--- config.mk ---
export PLATFORM = sky130hd
export DESIGN_NAME = comment_stripper_unit
export DESIGN_NICKNAME = d
export VERILOG_FILES = /design/src/csu_pkg.sv /design/src/comment_stripper_unit.sv /design/src/csu_decode.sv
export SDC_FILE = /design/constraint.sdc
export NUM_CORES = 1
export LEC_CHECK = 0
export BUFFER_PORTS_ARGS = -buffer_cell sky130_fd_sc_hd__buf_2
export CAP_MARGIN = 40
export CELL_PAD_IN_SITES_DETAIL_PLACEMENT = 0
export CELL_PAD_IN_SITES_GLOBAL_PLACEMENT = 1
export CORE_MARGIN = 1
export CORE_UTILIZATION = 50
export DETAILED_ROUTE_END_ITERATION = 8
export PLACE_DENSITY_LB_ADDON = 0.1
export SLEW_MARGIN = 30
export SYNTH_ARGS = -nofsm -noshare
export SYNTH_HDL_FRONTEND = slang
export SYNTH_SLANG_ARGS = --single-unit
--- constraint.sdc ---
create_clock -name clk -period 6 [get_ports clk]
set_input_delay 0.6 -clock clk [delete_from_list [all_inputs] [get_ports clk]]
set_output_delay 0.6 -clock clk [all_outputs]
set_load 0.1 [all_outputs]
--- src/csu_pkg.sv ---
// Shared types and constants for the comment stripper.
`default_nettype none
package csu_pkg;

  localparam logic [7:0] CH_SLASH = 8'h2F;
  localparam logic [7:0] CH_STAR  = 8'h2A;
  localparam logic [7:0] CH_NL    = 8'h0A;

  localparam logic [1:0] KIND_CODE    = 2'd0;
  localparam logic [1:0] KIND_COMMENT = 2'd1;
  localparam logic [1:0] KIND_END     = 2'd2;

  typedef enum logic [4:0] {
    MODE_CODE       = 5'b00001,
    MODE_CODE_SLASH = 5'b00010,
    MODE_LINE       = 5'b00100,
    MODE_BLOCK      = 5'b01000,
    MODE_BLOCK_STAR = 5'b10000
  } scan_mode_t;

  typedef struct packed {
    logic [7:0] ch;
    logic [1:0] kind;
    logic       fin;
  } result_t;

  typedef struct packed {
    logic [1:0] num;
    result_t    r0;
    result_t    r1;
    scan_mode_t mode;
  } decode_t;

endpackage
`default_nettype wire

--- src/comment_stripper_unit.sv ---
// Comment stripper top level: scan-mode register and result queue.
//
// Input channel (in_valid/in_ready): one source byte per item, with
// in_end_of_text on the final byte of a text. Result channel
// (out_valid/out_ready): code bytes, comment bytes and the end-only marker,
// each with out_final_result on the last result of the text.
// Each accepted byte is decided in the cycle it is accepted; its zero, one
// or two results are written to a four-entry result queue, so every result
// is registered in the queue before it is offered on the result channel.
// Throughput is one byte per cycle while the receiver keeps up; in_ready
// depends only on the queue fill (at least two free entries), so a byte
// that yields two results slows the stream only if the queue backs up.
// When the receiver stalls, the queue fills and in_ready drops; nothing
// is lost. Reset empties the queue and returns to plain code mode; after
// the last byte of a text the scanner is back in code mode as well.
`default_nettype none
module comment_stripper_unit
  import csu_pkg::*;
(
  input  wire logic       clk,
  input  wire logic       rst_n,
  input  wire logic       in_valid,
  output logic            in_ready,
  input  wire logic [7:0] in_char_in,
  input  wire logic       in_end_of_text,
  output logic            out_valid,
  input  wire logic       out_ready,
  output logic [7:0]      out_char_out,
  output logic [1:0]      out_stream_kind,
  output logic            out_final_result
);

  scan_mode_t mode_r, mode_nxt;
  decode_t    dec;
  result_t    ent_r [4];
  logic [1:0] wr_ptr_r, wr_ptr_nxt;
  logic [1:0] rd_ptr_r, rd_ptr_nxt;
  logic [2:0] cnt_r, cnt_nxt;
  logic       push;
  logic       pop;

  csu_decode u_decode (
    .mode (mode_r),
    .ch   (in_char_in),
    .last (in_end_of_text),
    .dec  (dec)
  );

  assign in_ready  = (cnt_r <= 3'd2);
  assign push      = in_valid && in_ready;
  assign out_valid = (cnt_r != 3'd0);
  assign pop       = out_valid && out_ready;

  assign out_char_out     = ent_r[rd_ptr_r].ch;
  assign out_stream_kind  = ent_r[rd_ptr_r].kind;
  assign out_final_result = ent_r[rd_ptr_r].fin;

  always_comb begin
    mode_nxt   = mode_r;
    wr_ptr_nxt = wr_ptr_r;
    rd_ptr_nxt = rd_ptr_r;
    cnt_nxt    = cnt_r;
    if (push) begin
      mode_nxt   = dec.mode;
      wr_ptr_nxt = wr_ptr_r + dec.num;
      cnt_nxt    = cnt_nxt + {1'b0, dec.num};
    end
    if (pop) begin
      rd_ptr_nxt = rd_ptr_r + 2'd1;
      cnt_nxt    = cnt_nxt - 3'd1;
    end
  end

  always_ff @(posedge clk) begin
    if (!rst_n) begin
      mode_r   <= MODE_CODE;
      wr_ptr_r <= 2'd0;
      rd_ptr_r <= 2'd0;
      cnt_r    <= 3'd0;
    end else begin
      mode_r   <= mode_nxt;
      wr_ptr_r <= wr_ptr_nxt;
      rd_ptr_r <= rd_ptr_nxt;
      cnt_r    <= cnt_nxt;
    end
  end

  // queue payload, no reset needed
  always_ff @(posedge clk) begin
    if (push && dec.num != 2'd0) begin
      ent_r[wr_ptr_r] <= dec.r0;
      if (dec.num == 2'd2) begin
        ent_r[wr_ptr_r + 2'd1] <= dec.r1;
      end
    end
  end

endmodule
`default_nettype wire

--- src/csu_decode.sv ---
// Per-byte decision: next scan mode and up to two result items.
`default_nettype none
module csu_decode
  import csu_pkg::*;
(
  input  wire scan_mode_t mode,
  input  wire logic [7:0] ch,
  input  wire logic       last,
  output decode_t         dec
);

  result_t    r0;
  result_t    r1;
  result_t    extra;
  logic [1:0] num;
  logic       has_extra;
  scan_mode_t nmode;

  always_comb begin
    r0        = '{ch: ch, kind: KIND_CODE, fin: 1'b0};
    r1        = '{ch: ch, kind: KIND_CODE, fin: 1'b0};
    extra     = '{ch: CH_SLASH, kind: KIND_CODE, fin: 1'b0};
    num       = 2'd0;
    nmode     = mode;
    has_extra = 1'b0;

    case (mode)
      MODE_CODE_SLASH: begin
        if (ch == CH_SLASH) begin
          nmode = MODE_LINE;
        end else if (ch == CH_STAR) begin
          nmode = MODE_BLOCK;
        end else begin
          r0    = '{ch: CH_SLASH, kind: KIND_CODE, fin: 1'b0};
          num   = 2'd2;
          nmode = MODE_CODE;
        end
      end
      MODE_LINE: begin
        if (ch == CH_NL) begin
          r0    = '{ch: CH_NL, kind: KIND_COMMENT, fin: 1'b0};
          r1    = '{ch: CH_NL, kind: KIND_CODE, fin: 1'b0};
          num   = 2'd2;
          nmode = MODE_CODE;
        end else begin
          r0.kind = KIND_COMMENT;
          num     = 2'd1;
        end
      end
      MODE_BLOCK: begin
        if (ch == CH_STAR) begin
          nmode = MODE_BLOCK_STAR;
        end else begin
          r0.kind = KIND_COMMENT;
          num     = 2'd1;
        end
      end
      MODE_BLOCK_STAR: begin
        r0 = '{ch: CH_STAR, kind: KIND_COMMENT, fin: 1'b0};
        r1.kind = KIND_COMMENT;
        if (ch == CH_SLASH) begin
          nmode = MODE_CODE;
        end else if (ch == CH_STAR) begin
          num = 2'd1;
        end else begin
          num   = 2'd2;
          nmode = MODE_BLOCK;
        end
      end
      default: begin
        if (ch == CH_SLASH) begin
          nmode = MODE_CODE_SLASH;
        end else begin
          num   = 2'd1;
          nmode = MODE_CODE;
        end
      end
    endcase

    if (last) begin
      // close whatever is still open at end of text
      case (nmode)
        MODE_CODE_SLASH: begin
          extra     = '{ch: CH_SLASH, kind: KIND_CODE, fin: 1'b0};
          has_extra = 1'b1;
        end
        MODE_LINE: begin
          extra     = '{ch: CH_NL, kind: KIND_COMMENT, fin: 1'b0};
          has_extra = 1'b1;
        end
        MODE_BLOCK_STAR: begin
          extra     = '{ch: CH_STAR, kind: KIND_COMMENT, fin: 1'b0};
          has_extra = 1'b1;
        end
        default: begin
          has_extra = 1'b0;
        end
      endcase
      if (has_extra) begin
        if (num == 2'd0) begin
          r0 = extra;
        end else begin
          r1 = extra;
        end
        num = num + 2'd1;
      end
      if (num == 2'd0) begin
        r0  = '{ch: 8'h00, kind: KIND_END, fin: 1'b0};
        num = 2'd1;
      end
      if (num == 2'd1) begin
        r0.fin = 1'b1;
      end else begin
        r1.fin = 1'b1;
      end
      nmode = MODE_CODE;
    end

    dec = '{num: num, r0: r0, r1: r1, mode: nmode};
  end

endmodule
`default_nettype wire
==> Flow_metrics.wiki <==
{| class="wikitable"
! Metric !! Value
|-
| Routed WL per cell || 20.22 µm
|-
| Critical path required time || 5.99 ns
|-
| Number of clock buffers inserted by TritonCTS || 9
|-
| Biggest area contributors in the synthesized netlist || sky130_fd_sc_hd__edfxtp_1, sky130_fd_sc_hd__dfxtp_1, sky130_fd_sc_hd__mux4_2, sky130_fd_sc_hd__o22ai_1, sky130_fd_sc_hd__nand2_1
|-
| Summed negative setup slack over all endpoints || 0 ns
|-
| Starting density of the core || 52.57%
|-
| Placed wire-length estimate || 6944 µm
|-
| Worst EP arrival || 4.40 ns
|-
| Type of the worst min-delay path || flop to flop
|-
| Unrepaired setup endpoints after global routing || false
|-
| Yosys top cell area share || 33.08%
|-
| Area growth from synthesis to layout || 9.821%
|-
| Via-per-instance ratio || 6.255
|-
| Post-synthesis simple-gate area fraction || 18.44%
|-
| Worst hold slack || 0.4676 ns
|-
| Crit path kind || flop to flop
|-
| Post-Synth XOR/XNOR Area || 1.930%
|-
| Final #Nets || 379
|-
| Largest buffer count on any clock path || 2
|-
| Total nets after synthesis || 359
|-
| Library cell with the highest instance count after synthesis || sky130_fd_sc_hd__nand2_1
|-
| Register area share after synthesis || 43.00%
|-
| Io pins || 26
|-
| Clk Tree Root Cell || sky130_fd_sc_hd__clkbuf_8
|-
| Yosys warning count || 0
|-
| FF+latch count, synth || 58
|-
| Sort of element at the end of the critical path || flop
|-
| Critical path's top delay family || compound AO/OA/AOI/OAI gates
|-
| Via count of the first global-routing pass || 2712
|-
| Cell variety after synth || 70
|-
| Final antenna diode count || 0
|-
| Count of H-tree levels built during CTS || 3
|-
| Global Route Usage Sum || 26.42%
|-
| Maximum number of pins on one net before global-route repair || 19
|-
| Cell type contributing the most total cell area after synthesis || sky130_fd_sc_hd__edfxtp_1
|-
| P_leak || 1.335 nW
|-
| Per-instance average area after synthesis || 10.65 µm²
|-
| Routed vias || 2890
|-
| Number of hold buffers added after CTS || 0
|-
| Peak fanout along the critical path || 13
|-
| Largest stage delay on the critical path || 0.65 ns
|-
| Dominant combinational cell family by area after synthesis || compound AO/OA/AOI/OAI gates
|-
| Number of max-cap violations || 0
|-
| # port buffers || 25
|-
| Setup slack of the most critical reg-to-reg path || 1.58 ns
|-
| Tightest slew margin relative to the limit || 62.00%
|-
| Total power density per cell area || 400.4 mW/mm²
|-
| Commonest cells in the synthesized netlist || sky130_fd_sc_hd__nand2_1, sky130_fd_sc_hd__edfxtp_1, sky130_fd_sc_hd__o22ai_1
|-
| Clock latency reported for the late side of the worst-skew pair || 0.35 ns
|-
| Synth async-reset ratio || 0%
|-
| Clock transition at the registers of the reported paths || 0.07 ns
|-
| Final global-route overflow total || 0
|-
| Status || finished, final reports clean
|-
| Final cycle utilization of the critical path || 73.60%
|-
| IR drop worst, VDD || 0.2438 mV
|-
| DRT Wirelength || 9342 µm
|-
| Sinks on the clock net || 58
|-
| Remaining design rule violation count || 0
|-
| Clock period minus final worst setup slack || 4.416 ns
|-
| Detailed Routing Iterations Pass 1 || 5
|-
| Cell count after synthesis || 341
|-
| Most used DFF post-synth || sky130_fd_sc_hd__edfxtp_1
|-
| Die outline area || 0.007606 mm²
|-
| Wire length of the first global-routing pass || 14680 µm
|-
| Initial antenna violation count || 0
|-
| Number of rows created at floorplan || 30
|-
| Setup Skew || 0.009505 ns
|-
| Die W || 87.22 µm
|-
| F_max || 226.4 MHz
|-
| Mux cell area share after synthesis || 8.236%
|-
| Critical Path, Cell by Cell || or2b_4, a221o_1, o41ai_4, o21a_1, inv_4, ha_1, nor3b_1, a211oi_2, a21oi_1, nand3_1, nand2_1
|-
| Number of gates resized after CTS || 0
|-
| Compound-Gate Fraction of Synth Area || 23.19%
|-
| CORE AREA || 0.006907 mm²
|-
| DRC marker count from the first detailed-route iteration || 259
|-
| Die boundary height || 87.22 µm
|-
| Ratio of cells with drive above 1 in the final layout || 22.95%
|-
| Clock tree from TritonCTS || done
|-
| Post-Synth Adder-Cell Area || 1.930%
|-
| Startpoint type of the worst setup path || flop
|-
| Final Hold Violating Endpoints || 0
|-
| Antenna viol nets, final || 0
|-
| Final weighted congestion in routability-driven placement || 0.9018
|-
| Max-slew violations || 0
|-
| Count of final setup violators || 0
|-
| Worst-margin pin slew || 0.5692 ns
|-
| Synthesized area || 0.003631 mm²
|-
| Cell with the largest stage delay on the worst path || sky130_fd_sc_hd__dfxtp_1
|-
| CP Buf/Inv Count || 1
|-
| Number of flops mapped to enable cells by yosys || 40
|-
| Post-CTS setup-driven buffer insertion count || 0
|}
==> final timing paths <==
check / start / to / cells past startpoint
hold reg to reg: ent_r[1][2] / ent_r[1][2] / 2
hold / removal: ent_r[1][2] / ent_r[1][2] / 2
setup / recovery: mode_r[2] / ent_r[2][4] / 11
setup reg to reg: mode_r[2] / ent_r[2][4] / 11
==> cell usage in the layout (no fill, tap or decap), types with 5 or more instances in the layout <==
cell type                   n
sky130_fd_sc_hd__nand2_1   41
sky130_fd_sc_hd__edfxtp_1  40
sky130_fd_sc_hd__o22ai_1   29
sky130_fd_sc_hd__buf_2     25
sky130_fd_sc_hd__a21oi_1   20
sky130_fd_sc_hd__dfxtp_1   18
sky130_fd_sc_hd__nor2_1    16
sky130_fd_sc_hd__clkbuf_8  12
sky130_fd_sc_hd__o21ai_0   11
sky130_fd_sc_hd__mux4_2    11
sky130_fd_sc_hd__nor2b_1    8
sky130_fd_sc_hd__o21ai_1    8
sky130_fd_sc_hd__nor3_1     7
sky130_fd_sc_hd__xnor2_1    6
sky130_fd_sc_hd__and2_1     6
sky130_fd_sc_hd__or3_1      5
sky130_fd_sc_hd__inv_1      5
sky130_fd_sc_hd__a21o_1     5
sky130_fd_sc_hd__a22oi_1    5
==> per-layer routing <==
layer | part of all wire (%) | GRT usage [%]
met1 | 45 | 33.60
met2 | 49 | 44.95
met3 | 4.7 | 4.360
met4 | 1.3 | 10.58
met5 | 0 | 0
==> worst register-to-register path, stage by stage, from the launching register on <==
cell and delay [ns]:
sky130_fd_sc_hd__dfxtp_1 0.65, sky130_fd_sc_hd__or2b_4 0.37, sky130_fd_sc_hd__a221o_1 0.41, sky130_fd_sc_hd__o41ai_4 0.09, sky130_fd_sc_hd__o21a_1 0.42, sky130_fd_sc_hd__inv_4 0.12
sky130_fd_sc_hd__ha_1 0.44, sky130_fd_sc_hd__nor3b_1 0.27, sky130_fd_sc_hd__a211oi_2 0.17, sky130_fd_sc_hd__a21oi_1 0.37, sky130_fd_sc_hd__nand3_1 0.28, sky130_fd_sc_hd__nand2_1 0.46
==> metrics by stage <==
stage / cells / cell area, µm² / util, % / total power, mW / worst slack [ns]
final: 462 / 3988 / 57.74 / 1.597 / 1.584
after global routing: 462 / 3988 / 57.74 / 1.659 / 1.286
after CTS: 461 / 3973 / 57.52 / 1.591 / 1.686
after detailed placement: 445 / 3782 / 54.76 / 1.252 / 1.563
after global placement: 445 / 3782 / 54.76 / 1.246 / 1.603
after floorplan: 341 / 3631 / - / 1.144 / 2.081
==> cell families (layout without fill, tap and decap cells) <==
| kind of cell | Yosys count | count (layout) |
|---|---|---|
| DFF | 58 | 58 |
| AOI/OAI and AO/OA | 113 | 113 |
| muxes | 16 | 16 |
| buffers and inverters | 23 | 48 |
| adders and majority gates | 5 | 5 |
| xor gates and xnor gates | 8 | 8 |
| and+or+nand+nor | 118 | 118 |
==> layout make-up <==
type | instances | area, µm²
clock buffers | 12 | 165.2
repair buffers | 26 | 140.1
multi-input cells | 260 | 1951
well taps | 96 | 120.1
clock inverters | 4 | 25.02
fillers | 630 | 2919
flip-flops and latches | 58 | 1562
inverters | 6 | 25.02
==> sequential cells by signal, summed over array words and instances, names as in the netlist, named ones only <==
name and count:
cnt_r 3, ent_r 44, mode_r 5, rd_ptr_r 2
wr_ptr_r 2
==> power breakdown <==
group / internal [mW] / switching, mW / total, mW
logic: 0.174 / 0.543 / 0.716
clock network: 0.182 / 0.164 / 0.346
registers: 0.496 / 0.0384 / 0.535
total: 0.852 / 0.745 / 1.60
Note: power is estimated with default switching activity, not from simulation.
